## src/hw/rtl/prm_pkg.sv

```systemverilog
`default_nettype none
package prm_pkg;

	localparam int HDR_BYTES_DEF    = 54;
	localparam int PORT_ENTRIES_DEF = 4;
	localparam int NUM_PORT_REGS    = 4;

	localparam int CFG_IDX_W  = 3;
	localparam int CFG_DATA_W = 16;

	localparam logic [CFG_IDX_W-1:0] CFG_TOS    = 3'd0;
	localparam logic [CFG_IDX_W-1:0] CFG_PORT_A = 3'd1;

	localparam logic [7:0]  TOS_RESET = 8'hFF;
	localparam logic [15:0] PORT_RESET [NUM_PORT_REGS] = '{16'd5004, 16'd5005,
		16'd60000, 16'd60001};

	localparam logic [15:0] ETHERTYPE_IPV4 = 16'h0800;
	localparam logic [7:0]  PROTO_UDP      = 8'd17;
	localparam logic [7:0]  PROTO_TCP      = 8'd6;

	// byte offsets from the start of the frame
	localparam int IDX_ETH_HI   = 12;
	localparam int IDX_ETH_LO   = 13;
	localparam int IDX_IP_FIRST = 14;
	localparam int IDX_TOS      = 15;
	localparam int IDX_PROTO    = 23;
	localparam int IDX_CSUM_HI  = 24;
	localparam int IDX_CSUM_LO  = 25;
	localparam int IDX_IP_LAST  = 33;
	localparam int IDX_DPORT_HI = 36;
	localparam int IDX_DPORT_LO = 37;
	localparam int IDX_UDP_END  = 41;
	localparam int IDX_TCP_END  = 53;

	typedef enum logic [1:0] {
		KIND_NONE,
		KIND_UDP,
		KIND_TCP
	} prm_kind_t;

	typedef enum logic [1:0] {
		ST_BUF,
		ST_RD,
		ST_OUT,
		ST_PASS
	} prm_state_t;

	typedef struct packed {
		logic        flush;
		logic        hit;
		logic [15:0] csum;
	} prm_dec_t;

endpackage
`default_nettype wire

```

## src/hw/rtl/prm_hdr_mem.sv

```systemverilog
`default_nettype none
module prm_hdr_mem import prm_pkg::*; #(
	parameter int DEPTH = HDR_BYTES_DEF
) (
	input  wire logic                     clk,
	input  wire logic                     we,
	input  wire logic [$clog2(DEPTH)-1:0] waddr,
	input  wire logic [7:0]               wdata,
	input  wire logic                     re,
	input  wire logic [$clog2(DEPTH)-1:0] raddr,
	output logic      [7:0]               rdata
);

	logic [7:0] mem_q [DEPTH];
	logic [7:0] rdata_q;

	always_ff @(posedge clk) begin
		if (we) begin
			mem_q[waddr] <= wdata;
		end
		if (re) begin
			rdata_q <= mem_q[raddr];
		end
	end

	assign rdata = rdata_q;

endmodule
`default_nettype wire

```

## src/hw/rtl/prm_parse.sv

```systemverilog
`default_nettype none
module prm_parse import prm_pkg::*; #(
	parameter int POS_W     = 6,
	parameter int PORT_REGS = NUM_PORT_REGS
) (
	input  wire logic             clk,
	input  wire logic             arst_n,
	input  wire logic             acc,
	input  wire logic [POS_W-1:0] pos,
	input  wire logic [7:0]       data,
	input  wire logic             clr,
	input  wire logic [7:0]       tos,
	input  wire logic [15:0]      ports [PORT_REGS],
	output prm_dec_t              dec
);

	logic [7:0]  eth_hi_q;
	logic [7:0]  proto_q;
	logic [15:0] dport_q;
	prm_kind_t   kind_q;
	logic [15:0] sum_q;

	logic        in_ip;
	logic [7:0]  sum_byte;
	logic [15:0] addend;
	logic [16:0] sum_raw;
	logic [15:0] sum_d;
	logic        port_hit;

	assign in_ip = (pos >= POS_W'(IDX_IP_FIRST)) && (pos <= POS_W'(IDX_IP_LAST));

	always_comb begin
		// TOS counts as the new value, checksum field as zero
		priority if (pos == POS_W'(IDX_TOS)) begin
			sum_byte = tos;
		end else if (pos == POS_W'(IDX_CSUM_HI) || pos == POS_W'(IDX_CSUM_LO)) begin
			sum_byte = 8'h00;
		end else begin
			sum_byte = data;
		end
		addend  = pos[0] ? {8'h00, sum_byte} : {sum_byte, 8'h00};
		sum_raw = {1'b0, sum_q} + {1'b0, addend};
		// end-around carry
		sum_d   = sum_raw[15:0] + {15'd0, sum_raw[16]};
	end

	always_comb begin
		port_hit = 1'b0;
		for (int k = 0; k < PORT_REGS; k++) begin
			if (ports[k] == dport_q) begin
				port_hit = 1'b1;
			end
		end
		port_hit = port_hit && (dport_q != 16'd0);
	end

	always_comb begin
		dec.flush = 1'b0;
		dec.hit   = 1'b0;
		dec.csum  = ~sum_q;
		if (acc) begin
			priority if (pos == POS_W'(IDX_ETH_LO)) begin
				dec.flush = ({eth_hi_q, data} != ETHERTYPE_IPV4);
			end else if (pos == POS_W'(IDX_IP_LAST)) begin
				dec.flush = (proto_q != PROTO_UDP) && (proto_q != PROTO_TCP);
			end else if ((kind_q == KIND_UDP && pos == POS_W'(IDX_UDP_END)) ||
					(kind_q == KIND_TCP && pos == POS_W'(IDX_TCP_END))) begin
				dec.flush = 1'b1;
				dec.hit   = port_hit;
			end else begin
				dec.flush = 1'b0;
			end
		end
	end

	always_ff @(posedge clk or negedge arst_n) begin
		if (!arst_n) begin
			kind_q <= KIND_NONE;
			sum_q  <= 16'd0;
		end else if (clr) begin
			kind_q <= KIND_NONE;
			sum_q  <= 16'd0;
		end else if (acc) begin
			if (in_ip) begin
				sum_q <= sum_d;
			end
			if (pos == POS_W'(IDX_IP_LAST)) begin
				priority if (proto_q == PROTO_UDP) begin
					kind_q <= KIND_UDP;
				end else if (proto_q == PROTO_TCP) begin
					kind_q <= KIND_TCP;
				end else begin
					kind_q <= KIND_NONE;
				end
			end
		end
	end

	// header fields, captured as they go by
	always_ff @(posedge clk) begin
		if (acc) begin
			if (pos == POS_W'(IDX_ETH_HI)) begin
				eth_hi_q <= data;
			end
			if (pos == POS_W'(IDX_PROTO)) begin
				proto_q <= data;
			end
			if (pos == POS_W'(IDX_DPORT_HI)) begin
				dport_q[15:8] <= data;
			end
			if (pos == POS_W'(IDX_DPORT_LO)) begin
				dport_q[7:0] <= data;
			end
		end
	end

endmodule
`default_nettype wire

```

## src/hw/rtl/port_match_tos_remarker.sv

```systemverilog
// A held header byte leaves through ST_RD (buffer memory read), then ST_OUT (output
// register load), after the deciding beat or the previous flushed byte; after the
// decision, bytes pass through the output register. Input is taken at 1 byte per
// cycle while buffering, or while passing if the output is not stalled; during the
// header flush no input is taken. Reset: asynchronous, active low; state, control
// and configuration registers reset, data registers and the header memory do not.
`default_nettype none
module port_match_tos_remarker import prm_pkg::*; #(
	parameter int HEADER_BUFFER_BYTES = HDR_BYTES_DEF,
	parameter int PORT_TABLE_ENTRIES  = PORT_ENTRIES_DEF
) (
	input  wire logic                  clk,
	input  wire logic                  arst_n,
	input  wire logic                  cfg_we,
	input  wire logic [CFG_IDX_W-1:0]  cfg_idx,
	input  wire logic [CFG_DATA_W-1:0] cfg_wdata,
	input  wire logic                  in_valid,
	output logic                       in_ready,
	input  wire logic [7:0]            in_byte,
	input  wire logic                  in_last,
	output logic                       out_valid,
	input  wire logic                  out_ready,
	output logic [7:0]                 out_byte,
	output logic                       out_last,
	output logic                       remarked
);

	localparam int ADDR_W    = $clog2(HEADER_BUFFER_BYTES);
	localparam int POS_W     = $clog2(HEADER_BUFFER_BYTES + 1);
	localparam int PORT_REGS = (PORT_TABLE_ENTRIES < NUM_PORT_REGS) ?
		PORT_TABLE_ENTRIES : NUM_PORT_REGS;

	logic [7:0]  tos_q;
	logic [15:0] port_q [PORT_REGS];

	prm_state_t        state_q, state_d;
	logic [POS_W-1:0]  pos_q;
	logic [ADDR_W-1:0] rd_q;
	logic              last_q;
	logic              matched_q;
	logic              out_valid_q;
	logic [7:0]        out_byte_q;
	logic              out_last_q;
	logic              remarked_q;

	logic       out_free;
	logic       in_acc;
	logic       buf_acc;
	logic       pass_acc;
	logic       mem_re;
	logic       out_load;
	logic       final_rd;
	logic       frame_end;
	logic [7:0] mem_rdata;
	logic [7:0] flush_byte;
	prm_dec_t   dec;

	always_ff @(posedge clk or negedge arst_n) begin
		if (!arst_n) begin
			tos_q <= TOS_RESET;
			for (int k = 0; k < PORT_REGS; k++) begin
				port_q[k] <= PORT_RESET[k];
			end
		end else if (cfg_we) begin
			if (cfg_idx == CFG_TOS) begin
				tos_q <= cfg_wdata[7:0];
			end
			for (int k = 0; k < PORT_REGS; k++) begin
				if (cfg_idx == CFG_PORT_A + CFG_IDX_W'(k)) begin
					port_q[k] <= cfg_wdata;
				end
			end
		end
	end

	assign out_free = !out_valid_q || out_ready;
	assign in_acc   = in_valid && in_ready;
	assign buf_acc  = in_acc && (state_q == ST_BUF);
	assign pass_acc = in_acc && (state_q == ST_PASS);
	assign final_rd = (POS_W'(rd_q) + POS_W'(1)) == pos_q;

	always_comb begin
		state_d = state_q;
		unique case (state_q)
			ST_BUF: begin
				if (buf_acc && (dec.flush || in_last)) begin
					state_d = ST_RD;
				end
			end
			ST_RD: begin
				state_d = ST_OUT;
			end
			ST_OUT: begin
				if (out_free) begin
					if (!final_rd) begin
						state_d = ST_RD;
					end else if (last_q) begin
						state_d = ST_BUF;
					end else begin
						state_d = ST_PASS;
					end
				end
			end
			ST_PASS: begin
				if (pass_acc && in_last) begin
					state_d = ST_BUF;
				end
			end
			default: begin
				state_d = ST_BUF;
			end
		endcase
	end

	always_comb begin
		in_ready  = 1'b0;
		mem_re    = 1'b0;
		out_load  = 1'b0;
		frame_end = 1'b0;
		unique case (state_q)
			ST_BUF: begin
				in_ready = 1'b1;
			end
			ST_RD: begin
				mem_re = 1'b1;
			end
			ST_OUT: begin
				out_load  = out_free;
				frame_end = out_free && final_rd && last_q;
			end
			ST_PASS: begin
				in_ready  = out_free;
				frame_end = pass_acc && in_last;
			end
			default: begin
				in_ready = 1'b0;
			end
		endcase
	end

	always_comb begin
		flush_byte = mem_rdata;
		if (matched_q) begin
			if (rd_q == ADDR_W'(IDX_TOS)) begin
				flush_byte = tos_q;
			end else if (rd_q == ADDR_W'(IDX_CSUM_HI)) begin
				flush_byte = dec.csum[15:8];
			end else if (rd_q == ADDR_W'(IDX_CSUM_LO)) begin
				flush_byte = dec.csum[7:0];
			end
		end
	end

	always_ff @(posedge clk or negedge arst_n) begin
		if (!arst_n) begin
			state_q     <= ST_BUF;
			pos_q       <= '0;
			rd_q        <= '0;
			last_q      <= 1'b0;
			matched_q   <= 1'b0;
			out_valid_q <= 1'b0;
		end else begin
			state_q <= state_d;
			if (buf_acc) begin
				pos_q <= pos_q + POS_W'(1);
				if (dec.flush || in_last) begin
					last_q    <= in_last;
					matched_q <= dec.hit;
					rd_q      <= '0;
				end
			end
			if (out_load) begin
				if (final_rd) begin
					pos_q <= '0;
				end else begin
					rd_q <= rd_q + ADDR_W'(1);
				end
			end
			if (frame_end) begin
				matched_q <= 1'b0;
			end
			if (out_load || pass_acc) begin
				out_valid_q <= 1'b1;
			end else if (out_ready) begin
				out_valid_q <= 1'b0;
			end
		end
	end

	always_ff @(posedge clk) begin
		if (out_load) begin
			out_byte_q <= flush_byte;
			out_last_q <= last_q && final_rd;
			remarked_q <= matched_q;
		end else if (pass_acc) begin
			out_byte_q <= in_byte;
			out_last_q <= in_last;
			remarked_q <= matched_q;
		end
	end

	assign out_valid = out_valid_q;
	assign out_byte  = out_byte_q;
	assign out_last  = out_last_q;
	assign remarked  = remarked_q;

	prm_hdr_mem #(
		.DEPTH(HEADER_BUFFER_BYTES)
	) u_mem (
		.clk   (clk),
		.we    (buf_acc),
		.waddr (pos_q[ADDR_W-1:0]),
		.wdata (in_byte),
		.re    (mem_re),
		.raddr (rd_q),
		.rdata (mem_rdata)
	);

	prm_parse #(
		.POS_W     (POS_W),
		.PORT_REGS (PORT_REGS)
	) u_parse (
		.clk    (clk),
		.arst_n (arst_n),
		.acc    (buf_acc),
		.pos    (pos_q),
		.data   (in_byte),
		.clr    (frame_end),
		.tos    (tos_q),
		.ports  (port_q),
		.dec    (dec)
	);

`ifndef ASSERT_OFF
	a_pos_bound: assert property (@(posedge clk) disable iff (!arst_n)
		pos_q <= POS_W'(HEADER_BUFFER_BYTES))
		else $error("header position past buffer");

	a_rd_in_range: assert property (@(posedge clk) disable iff (!arst_n)
		(state_q == ST_RD || state_q == ST_OUT) |-> (POS_W'(rd_q) < pos_q))
		else $error("flush read beyond held bytes");

	a_rd_then_out: assert property (@(posedge clk) disable iff (!arst_n)
		(state_q == ST_RD) |=> (state_q == ST_OUT))
		else $error("memory read not followed by output load");

	a_no_take_in_flush: assert property (@(posedge clk) disable iff (!arst_n)
		(state_q == ST_RD || state_q == ST_OUT) |-> !in_ready)
		else $error("input taken during header flush");
`endif

endmodule
`default_nettype wire

```

## config.mk

```make
export PLATFORM = sky130hd
export DESIGN_NAME = port_match_tos_remarker
export DESIGN_NICKNAME = d
export VERILOG_FILES = /design/src/hw/rtl/prm_pkg.sv /design/src/hw/rtl/prm_hdr_mem.sv /design/src/hw/rtl/prm_parse.sv /design/src/hw/rtl/port_match_tos_remarker.sv
export SDC_FILE = /design/constraint.sdc
export NUM_CORES = 1
export LEC_CHECK = 0
export BUFFER_PORTS_ARGS = -buffer_cell sky130_fd_sc_hd__buf_2
export CAP_MARGIN = 20
export CORE_MARGIN = 2
export CORE_UTILIZATION = 55
export DETAILED_ROUTE_END_ITERATION = 16
export GPL_TIMING_DRIVEN = 0
export PLACE_DENSITY = 0.71
export SETUP_SLACK_MARGIN = 0.15
export SKIP_CTS_REPAIR_TIMING = 1
export SLEW_MARGIN = 40
export SYNTH_ARGS = -nofsm -noshare
export SYNTH_HDL_FRONTEND = slang
export SYNTH_HIERARCHICAL = 1
export SYNTH_SLANG_ARGS = --single-unit
```

## constraint.sdc

```tcl
create_clock -name clk -period 7 [get_ports clk]
set_clock_uncertainty 0.15 [all_clocks]
set_input_delay 0.7 -clock clk [delete_from_list [all_inputs] [get_ports clk]]
set_output_delay 0.7 -clock clk [all_outputs]
set_load 0.01 [all_outputs]
```

==> flow_summary.ini, run 1 <==
[run_status]
status = completed

[synthesis]
yosysWarnings = 6
ys_types = 97
synthArstFlopShare_pct = 18.2
seq_area_frac_synth_pct = 65.4
syn_nets = 1805
syn_area_per_cell_um2 = 15.1
ys.flop_type = edfxtp_1
synth.cell_area_um2 = 26300
synth_edf_count = 482
synthCells = 1744
ys_ff_latch = 589

[final_layout]
nets = 1912
drive_gt1_share_pct = 22.0
fin_util_pct = 61.9
antenna_cells = 0
nFillCells = 3517
stdcell_area_um2 = 29400
areaGrowthSynthToFinish_pct = 11.6

[detailed_routing]
viasPerCell = 6.17
ant_nets = 0
remaining_drc_errors = 0
routed-via-count = 15500
wire_per_inst_um = 24.1
drt-initial-drc-count = 1709
wirelength_um = 60500
drt_pass1_iterations = 5

[grt]
grt_pass1_vias = 15400
antenna_found_initial = 0
grt_max_degree = 63
grt_pass1_wl_um = 92800
grt_util_all_layers_pct = 24.7
overflow = 0

[critical_path]
cp-start-kind = flop
critPathMaxFanout = 11
rrSetupSlack_ns = 0.85
r2r_end = u_parse/sum_q[15]$_DFFE_PN0P_
critPathCaptureType = flop
cp_top_family = simple AND/OR/NAND/NOR gates
worstPathRequired_ns = 7.36
critical_path_buf_inv_count = 2
path_cells = clkbuf_1 > inv_1 > nand3_1 > nor2_1 > a22oi_1 > nor2b_1 > ha_1 > fa_1 > a211o_1 > a21oi_1 > o211ai_1 > a31o_2 > a21o_1 > a21o_1 > a21o_1 > ha_1 > nand3_1 > nand2b_1 > or4_4 > nor4b_4 > nand3_1 > a311oi_1
r2r-start = pos_q[4]$_DFF_PN0_
critPathArrivalTime_ns = 6.50
r2r_cells = 22
worst_path_max_delay_cell = or4_4
cp_slowest_stage_delay_ns = 0.59
worstSetupPathType = reg2reg

[timing]
rsz0062_at_grt = no
tightestPinTransition_ns = 0.855
min_period_ns = 6.15
tns_ns = 0
final_hold_viol_count = 0
maxSlewHeadroom_pct = 42.8
fmax_ghz = 0.163
drv_slew = 0
min_period_over_period_pct = 87.8
final-setup-viol-count = 0

[min_path]
holdPathEnd = port_q[60]$_DFFE_PN1P_
hold_depth = 2
worstHoldStart = cfg_wdata[12]
hp-class = in2reg

[power]
vdd_drop_max_mv = 0.334
p_per_area_nw_per_um2 = 361
finalPower_mw = 10.6
p_leak_nw = 9.98

[clocking]
cts_inserted_buffers = 59
htree_num_levels = 2
cts_tree = yes
clk_latency_ns = 0.65
root_buffer = clkbuf_16
cts_max_path_buffers = 3
clk_pin_slew_ns = 0.06
cts_num_sinks = 589

[die]
die_w_um = 223
die_h_um = 223
rows = 80
io-pin-count = 45
core_um2 = 47400
dieArea_um2 = 49600
initial_core_util_pct = 55.5

[placed_design]
dpl_cell_area_um2 = 27400
io_buffers = 42
hpwl_um = 39100
gp_congestion = 0.886

[run]
drv_cap = 0
[metal layers]
metal  vias to the layer above  track usage [%]  part of all wire (%)
li1                       6942                -                     -
met1                      7885             35.4                    43
met2                       589             39.8                    48
met3                        98             3.49                   7.0
met4                         0             6.88                   2.5
met5                         -                0                     0
[sequential cells by signal, summed over array words and instances, names as in the netlist, 16 cells and up]
| signal | count |
|---|---|
| port_q | 64 |
| u_mem/mem_q | 432 |
| u_parse/dport_q | 16 |
| u_parse/sum_q | 16 |
[layout make-up]
type / instances / area [µm²] / share of cell area, %
inverter: 32 / 120 / 0.409
clock inverter: 40 / 412 / 1.40
buffer: 93 / 607 / 2.07
tap: 615 / 769 / 2.62
multi-input combinational: 1030 / 8470 / 28.8
timing repair buffer: 46 / 288 / 0.980
clock buffer: 68 / 1510 / 5.14
sequential: 589 / 17200 / 58.6
[synthesized netlist by cell type, drive strengths merged, types with 5 or more instances]
library cell  count  area [µm²]
a221o            13         130
nand4            22         138
nand2            76         288
and2             14        90.1
edfxtp          482       14500
o2111ai           8        70.1
nor3b             7        57.6
a31oi            15         100
nor4b             7        82.6
nand3            24         160
ha               27         338
dfrtp            71        1780
a22oi            16         120
a221oi           16         140
inv              32         120
nor2b            33         206
o21ai            24         124
buf              48         430
a211o             5        43.8
mux4             32         721
mux2i           118        1180
or2               5        31.3
xor2             16         140
nor3             19         110
nor4             18         128
a21oi            43         215
nand3b           16         120
mux2            104        1170
o22ai            27         175
xnor2            80         708
nor2            117         447
a211oi           35         308
or3               8        50.1
a21o              9        67.6
clkbuf           44         166
o211ai           12         135
nand2b           13        81.3
dfstp            36         946
[worst register-to-register path, stage by stage, from the launching register on]
cell and delay, ns:
dfrtp_1 0.54, clkbuf_1 0.28, inv_1 0.19, nand3_1 0.16, nor2_1 0.53, a22oi_1 0.16
nor2b_1 0.26, ha_1 0.29, fa_1 0.25, a211o_1 0.22, a21oi_1 0.13, o211ai_1 0.27
a31o_2 0.22, a21o_1 0.15, a21o_1 0.13, a21o_1 0.16, ha_1 0.19, nand3_1 0.16
nand2b_1 0.23, or4_4 0.59, nor4b_4 0.36, nand3_1 0.12, a311oi_1 0.30
[how the worst max path moves through the flow]
stage | endpoint | slack [ns] | cells after the start | startpoint
finish | u_parse/sum_q[15]$_DFFE_PN0P_ | 0.85 | 22 | pos_q[4]$_DFF_PN0_
global route | u_parse/sum_q[15]$_DFFE_PN0P_ | 0.47 | 22 | pos_q[4]$_DFF_PN0_
CTS | u_parse/sum_q[15]$_DFFE_PN0P_ | 0.95 | 20 | pos_q[4]$_DFF_PN0_
detailed placement | u_parse/sum_q[15]$_DFFE_PN0P_ | 1.03 | 20 | pos_q[4]$_DFF_PN0_
global placement | u_parse/sum_q[15]$_DFFE_PN0P_ | 0.94 | 19 | in_byte[0]
floorplan | u_parse/sum_q[15]$_DFFE_PN0P_ | 2.16 | 22 | pos_q[4]$_DFF_PN0_
[metrics by stage]
stage                     setup WS [ns]  instances  hold slack [ns]
after global placement            0.936       2401            0.326
after global routing              0.465       2513            0.183
after floorplan                    2.16       1744            0.254
after CTS                         0.955       2512           -0.210
after detailed placement           1.03       2404            0.315
final                             0.851       2513            0.190
[where the power goes]
group / switching (mW) / internal (mW) / total (mW)
combinational: 1.81 / 1.32 / 3.13
clock: 1.32 / 1.77 / 3.10
sequential: 0.257 / 4.11 / 4.37
total: 3.39 / 7.21 / 10.6
[logic make-up after synthesis]
family	after synthesis	synth area share, %
buf+inv	125	2.76
compound gates	253	7.37
mux	254	11.7
fa+ha+maj	28	1.36
xor+xnor	96	3.22
simple gates	399	8.25
flops	589	65.4
[placed cells by master, fill, tap and decap left out, types with 22 or more instances in the layout]
master and instances:
edfxtp_1 482, mux2i_1 118, nor2_1 106, mux2_2 98, xnor2_1 79, nand2_1 75
dfrtp_1 71, clkbuf_16 59, buf_2 53, clkbuf_1 52, a21oi_1 43, dfstp_2 36
nor2b_1 33, mux4_2 32, inv_1 31, ha_1 27, o22ai_1 26, a211oi_1 26
nand4_1 22
Note: power is estimated with default switching activity, not from simulation.
==> run 2: changes to the inputs <==
Settings changed: SYNTH_HIERARCHICAL 1 to not set.
==> run 2 against run 1 <==
Core utilization is 0.66 points higher; hold slack improved by 0.026 ns; global-route usage fell by 0.24 points; synthesized area decreased by 3.4%; flip-flop and latch count unchanged; design area down 3.1%; fmax is 4.4% lower; cell count fell by 11%; via count shrank 12%.
==> flow_summary.ini, run 2 <==
[synthesis]
synthArstFlopShare_pct = 18.2
synth.cell_area_um2 = 25400
synth.top_cell.area_share_pct = 56.9
ys_types = 75
yosysWarnings = 0
seq_area_frac_synth_pct = 67.6
synthTopCellsByArea = edfxtp_1 (57%), mux4_2 (12%), dfrtp_1 (7.0%)
yosys-top-cells-count = edfxtp_1 (482), nor2_1 (144), mux4_2 (136)
syn_area_per_cell_um2 = 17.0
ys.flop_type = edfxtp_1
synthCells = 1492
yosysMostFrequentCell = edfxtp_1
synth_edf_count = 482
yosys.area.top_type = edfxtp_1
ys_ff_latch = 589
syn_nets = 1555

[die]
core_um2 = 45500
rows = 78
io-pin-count = 45
die_w_um = 219
initial_core_util_pct = 55.9
dieArea_um2 = 48000
die_h_um = 219

[critical_path]
critPathArrivalTime_ns = 6.80
critPathCaptureType = flop
worstSetupPathType = reg2reg
worstPathRequired_ns = 7.37
critPathMaxFanout = 10
cp-start-kind = flop

[timing]
min_period_over_period_pct = 91.9
tightestPinTransition_ns = 0.849
maxSlewHeadroom_pct = 43.2
final_hold_viol_count = 0
final-setup-viol-count = 0
layout_setup_ws_ns = 0.568
rsz0062_at_grt = no
min_period_ns = 6.43
drv_slew = 0
fmax_ghz = 0.155

[detailed_routing]
drt-initial-drc-count = 1384
routed-via-count = 13700
ant_nets = 0
viasPerCell = 6.12
remaining_drc_errors = 0
wire_per_inst_um = 25.2
wirelength_um = 56600
drt_pass1_iterations = 6

[power]
pwr-share-seq_pct = 40.9
p_int_mw = 7.30
vdd_drop_max_mv = 0.277
switchingPower_mw = 3.10
power_frac_clock_pct = 30.0
power_frac_comb_pct = 29.1
p_per_area_nw_per_um2 = 365
p_leak_nw = 9.48
switching_share_pct = 29.8

[clocking]
clk_pin_slew_ns = 0.06
clk_latency_ns = 0.63
htree_num_levels = 2
cts_tree = yes
cts_inserted_buffers = 58
cts_max_path_buffers = 3
root_buffer = clkbuf_16
cts_num_sinks = 589

[final_layout]
fin_util_pct = 62.6
stdcell_area_um2 = 28500
final_common_cell = edfxtp_1
antenna_cells = 0
areaGrowthSynthToFinish_pct = 11.9
drive_gt1_share_pct = 26.7
largest_registers = u_mem.mem_q: 432 flops, port_q: 64 flops
finalNonFillerCells = 2243
top_register = u_mem.mem_q
largest_reg_flops = 432
final_cell_mix = edfxtp_1 (482), nor2_1 (136), mux4_2 (136)
nets = 1660

[placed_design]
dp.cells = 2136
io_buffers = 43
gp_congestion = 0.886
dp_slack_ns = -0.109
dpl_cell_area_um2 = 26500
hpwl_um = 37100

[grt]
grt_pass1_vias = 14100
antenna_found_initial = 1
overflow = 0
grt_pass1_wl_um = 86300
grt_max_degree = 71
grt_util_all_layers_pct = 24.4

[run_status]
status = completed

[min_path]
hp-class = in2reg

[run]
drv_cap = 0
==> run 2: changes by cell type after synthesis, moves of 15 or more <==
cell,before,now
mux2i_1,118,12
mux2_2,98,72
o22ai_1,26,1
nor2b_1,33,4
mux4_2,32,136
nor2_1,114,144
a22oi_1,16,0
a221oi_1,16,1
clkbuf_1,43,65
inv_1,31,13
nand2_1,75,33
==> run 2: metrics by stage <==
stage | TNS, ns | hold slack (ns) | power, mW
after detailed placement | -0.109 | 0.286 | 7.31
after global routing | 0 | 0.204 | 10.8
after global placement | -0.0551 | 0.286 | 7.25
after floorplan | 0 | 0.254 | 6.41
final | 0 | 0.217 | 10.4
after CTS | -0.161 | -0.208 | 10.4
==> run 2: power groups by stage <==
| stage | clock, mW | combinational (mW) | sequential (mW) |
|---|---|---|---|
| finish | 3.11 | 3.02 | 4.26 |
| global route | 3.29 | 3.23 | 4.28 |
| CTS | 3.16 | 3.01 | 4.25 |
| detailed placement | 0 | 2.99 | 4.32 |
| global placement | 0 | 2.94 | 4.31 |
| floorplan | 0 | 2.13 | 4.28 |
==> run 2: layout make-up <==
cell class                 count  area, µm²
buffer                        87        389
clock buffer                  75       1540
clock inverter                31        358
fill                        3264      17000
inverter                      14       52.6
multi-input combinational    801       7880
sequential                   589      17200
tap                          600        751
timing repair buffer          46        290
==> run 2: metal layers <==
layer / wire, µm / vias up / track usage (%) / share of wire (%)
met2: 28200 / 509 / 41.1 / 50
met4: 1350 / 0 / 7.09 / 2.4
li1: - / 6063 / - / -
met5: 0 / - / 0 / 0
met1: 23500 / 7067 / 33.1 / 41
met3: 3530 / 83 / 4.26 / 6.2
==> run 2: logic make-up after synthesis <==
kind of cell	after synthesis	synth area share (%)
DFF	589	67.6
and+or+nand+nor	307	6.00
muxes	220	15.7
AOI/OAI and AO/OA	143	4.00
buffers and inverters	102	1.66
xor gates and xnor gates	101	3.51
adders and majority gates	30	1.51
==> run 2: critical path, stage by stage (launching register included) <==
cell and delay [ns]:
dfrtp_1 0.40, clkbuf_2 0.24, nand2_1 0.09, or2_2 0.42, nor2_4 0.27, nor3b_1 0.08
a21oi_1 0.20, nor2_1 0.11, ha_1 0.28, buf_2 0.16, a21oi_1 0.12, o21ai_0 0.23
nor2b_1 0.24, a211o_1 0.17, o41ai_2 0.09, nor2b_1 0.12, o21ai_0 0.08, nand2b_1 0.15
ha_1 0.22, nand2_1 0.10, a2111o_1 0.39, a211oi_4 0.30, nand4b_4 0.18, a2111oi_4 0.40
nand4_2 0.20, o21a_1 0.23, or4b_1 0.52, and3_1 0.18
==> run 2: worst paths after layout <==
path                                       startpoint                       endpoint  slack, ns  depth (start not counted)
worst max-delay path               pos_q[3]$_DFF_PN0_  u_parse.sum_q[15]$_DFFE_PN0P_       0.57                         27
worst min-delay path                    cfg_wdata[13]         port_q[45]$_DFFE_PN0P_       0.22                          2
worst max register to register     pos_q[3]$_DFF_PN0_  u_parse.sum_q[15]$_DFFE_PN0P_       0.57                         27
worst min register to register  matched_q$_DFFE_PN0P_             remarked$_DFFE_PP_       0.29                          0
max in group asynchronous                      arst_n         port_q[50]$_DFFE_PN1P_       5.61                          3
min in group asynchronous                      arst_n         port_q[46]$_DFFE_PN0P_       0.42                          2
==> run 3: changes to the inputs <==
Settings changed: CORE_UTILIZATION 55 to 25, PLACE_DENSITY 0.71 to 0.39.
==> run 3 against run 2 <==
Count of clock-buffer cells in the layout grew 9; setup slack lost 0.0088 ns; hold slack gained 0.011 ns.
==> flow_summary.ini, run 3 (synthesis results as in run 2) <==
[detailed_routing]
ant_nets = 0
wire_per_inst_um = 23.0
viasPerCell = 4.51
remaining_drc_errors = 0
routed-via-count = 13600
drt-initial-drc-count = 842
drt_pass1_iterations = 5
wirelength_um = 69700

[timing]
fin_hold_ws_ns = 0.228
layout_setup_ws_ns = 0.559
fmax_ghz = 0.155
min_period_over_period_pct = 92.0
final_hold_viol_count = 0
tightestPinTransition_ns = 0.842
maxSlewHeadroom_pct = 43.7
drv_slew = 0
min_period_ns = 6.44
tns_ns = 0
final-setup-viol-count = 0
rsz0062_at_grt = no

[clocking]
cts_max_path_buffers = 3
clk_pin_slew_ns = 0.06
cts_inserted_buffers = 69
root_buffer = clkbuf_16
cts_tree = yes
htree_num_levels = 3
clk_latency_ns = 0.61
cts_num_sinks = 589

[grt]
antenna_found_initial = 2
grt_pass1_vias = 14500
grt_util_all_layers_pct = 13.6
grt_pass1_wl_um = 103000
overflow = 0
grt_max_degree = 66

[placed_design]
dp.cells = 2895
io_buffers = 43
hpwl_um = 46700
dp_slack_ns = -0.535
dpl_cell_area_um2 = 27600
gp_congestion = 0.813

[final_layout]
drive_gt1_share_pct = 31.3
largest_reg_flops = 432
final_cell_mix = edfxtp_1 (482), mux4_2 (136), nor2_1 (93)
top_register = u_mem.mem_q
nets = 1680
areaGrowthSynthToFinish_pct = 17.9
fin_util_pct = 29.8
antenna_cells = 0
finalNonFillerCells = 3025
largest_registers = u_mem.mem_q: 432 flops, port_q: 64 flops
stdcell_area_um2 = 30000
final_common_cell = edfxtp_1

[critical_path]
r2r_end = u_parse.sum_q[15]$_DFFE_PN0P_
worstPathRequired_ns = 7.34
rrSetupSlack_ns = 0.56
worstSetupPathType = reg2reg
critPathMaxFanout = 8
critPathCaptureType = flop
worst_path_max_delay_cell = or4b_1
r2r_cells = 28
r2r-start = pos_q[1]$_DFF_PN0_
cp-start-kind = flop
critPathMostFrequentCell = ha_2
critPathArrivalTime_ns = 6.78
cp_slowest_stage_delay_ns = 0.51

[power]
p_leak_nw = 9.68
finalPower_mw = 11.1
vdd_drop_max_mv = 0.164
p_per_area_nw_per_um2 = 369

[die]
core_um2 = 100000
rows = 116
dieArea_um2 = 104000
initial_core_util_pct = 25.3
die_h_um = 323
io-pin-count = 45
die_w_um = 323

[min_path]
worstHoldStart = cfg_wdata[12]
hold_depth = 2
hp-class = in2reg
holdPathEnd = port_q[12]$_DFFE_PN0P_

[run_status]
status = completed

[run]
drv_cap = 0
[run 3: layout make-up]
type / count / area [µm²]
clock inverters: 38 / 393
repair buffers: 54 / 360
plain buffers: 88 / 410
flip-flops and latches: 589 / 17200
fillers: 9986 / 70500
clock buffers: 84 / 1830
inverters: 14 / 57.6
well taps: 1357 / 1700
multi-input cells: 801 / 8030
[run 3: worst max-delay path by stage]
stage | slack (ns) | from | cells past startpoint | endpoint
finish | 0.56 | pos_q[1]$_DFF_PN0_ | 28 | u_parse.sum_q[15]$_DFFE_PN0P_
global route | 0.16 | pos_q[1]$_DFF_PN0_ | 28 | u_parse.sum_q[15]$_DFFE_PN0P_
CTS | -0.62 | pos_q[3]$_DFF_PN0_ | 28 | u_parse.sum_q[15]$_DFFE_PN0P_
floorplan | 1.08 | pos_q[3]$_DFF_PN0_ | 28 | u_parse.sum_q[15]$_DFFE_PN0P_
detailed placement | -0.54 | pos_q[3]$_DFF_PN0_ | 28 | u_parse.sum_q[15]$_DFFE_PN0P_
global placement | -0.46 | pos_q[3]$_DFF_PN0_ | 28 | u_parse.sum_q[15]$_DFFE_PN0P_
[run 3: routing by layer]
metal  GRT usage [%]  wire length (µm)
met1            18.5             31900
met5               0                 0
met4            3.59              1460
met2            22.6             33900
met3            2.09              2430
[run 3: worst max-delay path: cells and delay by family (launching register included)]
family / cells / cell delay (ns)
AOI/OAI and AO/OA: 11 / 2.28
and+or+nand+nor: 11 / 2.17
adders and majority gates: 4 / 0.99
DFF: 1 / 0.38
buffers and inverters: 2 / 0.36
[run 3: where the power goes]
part,internal (mW),leakage [nW],switching (mW)
registers,4.09,5.61,0.168
logic,1.39,2.98,1.83
clock network,2.12,1.09,1.46
total,7.61,9.68,3.46
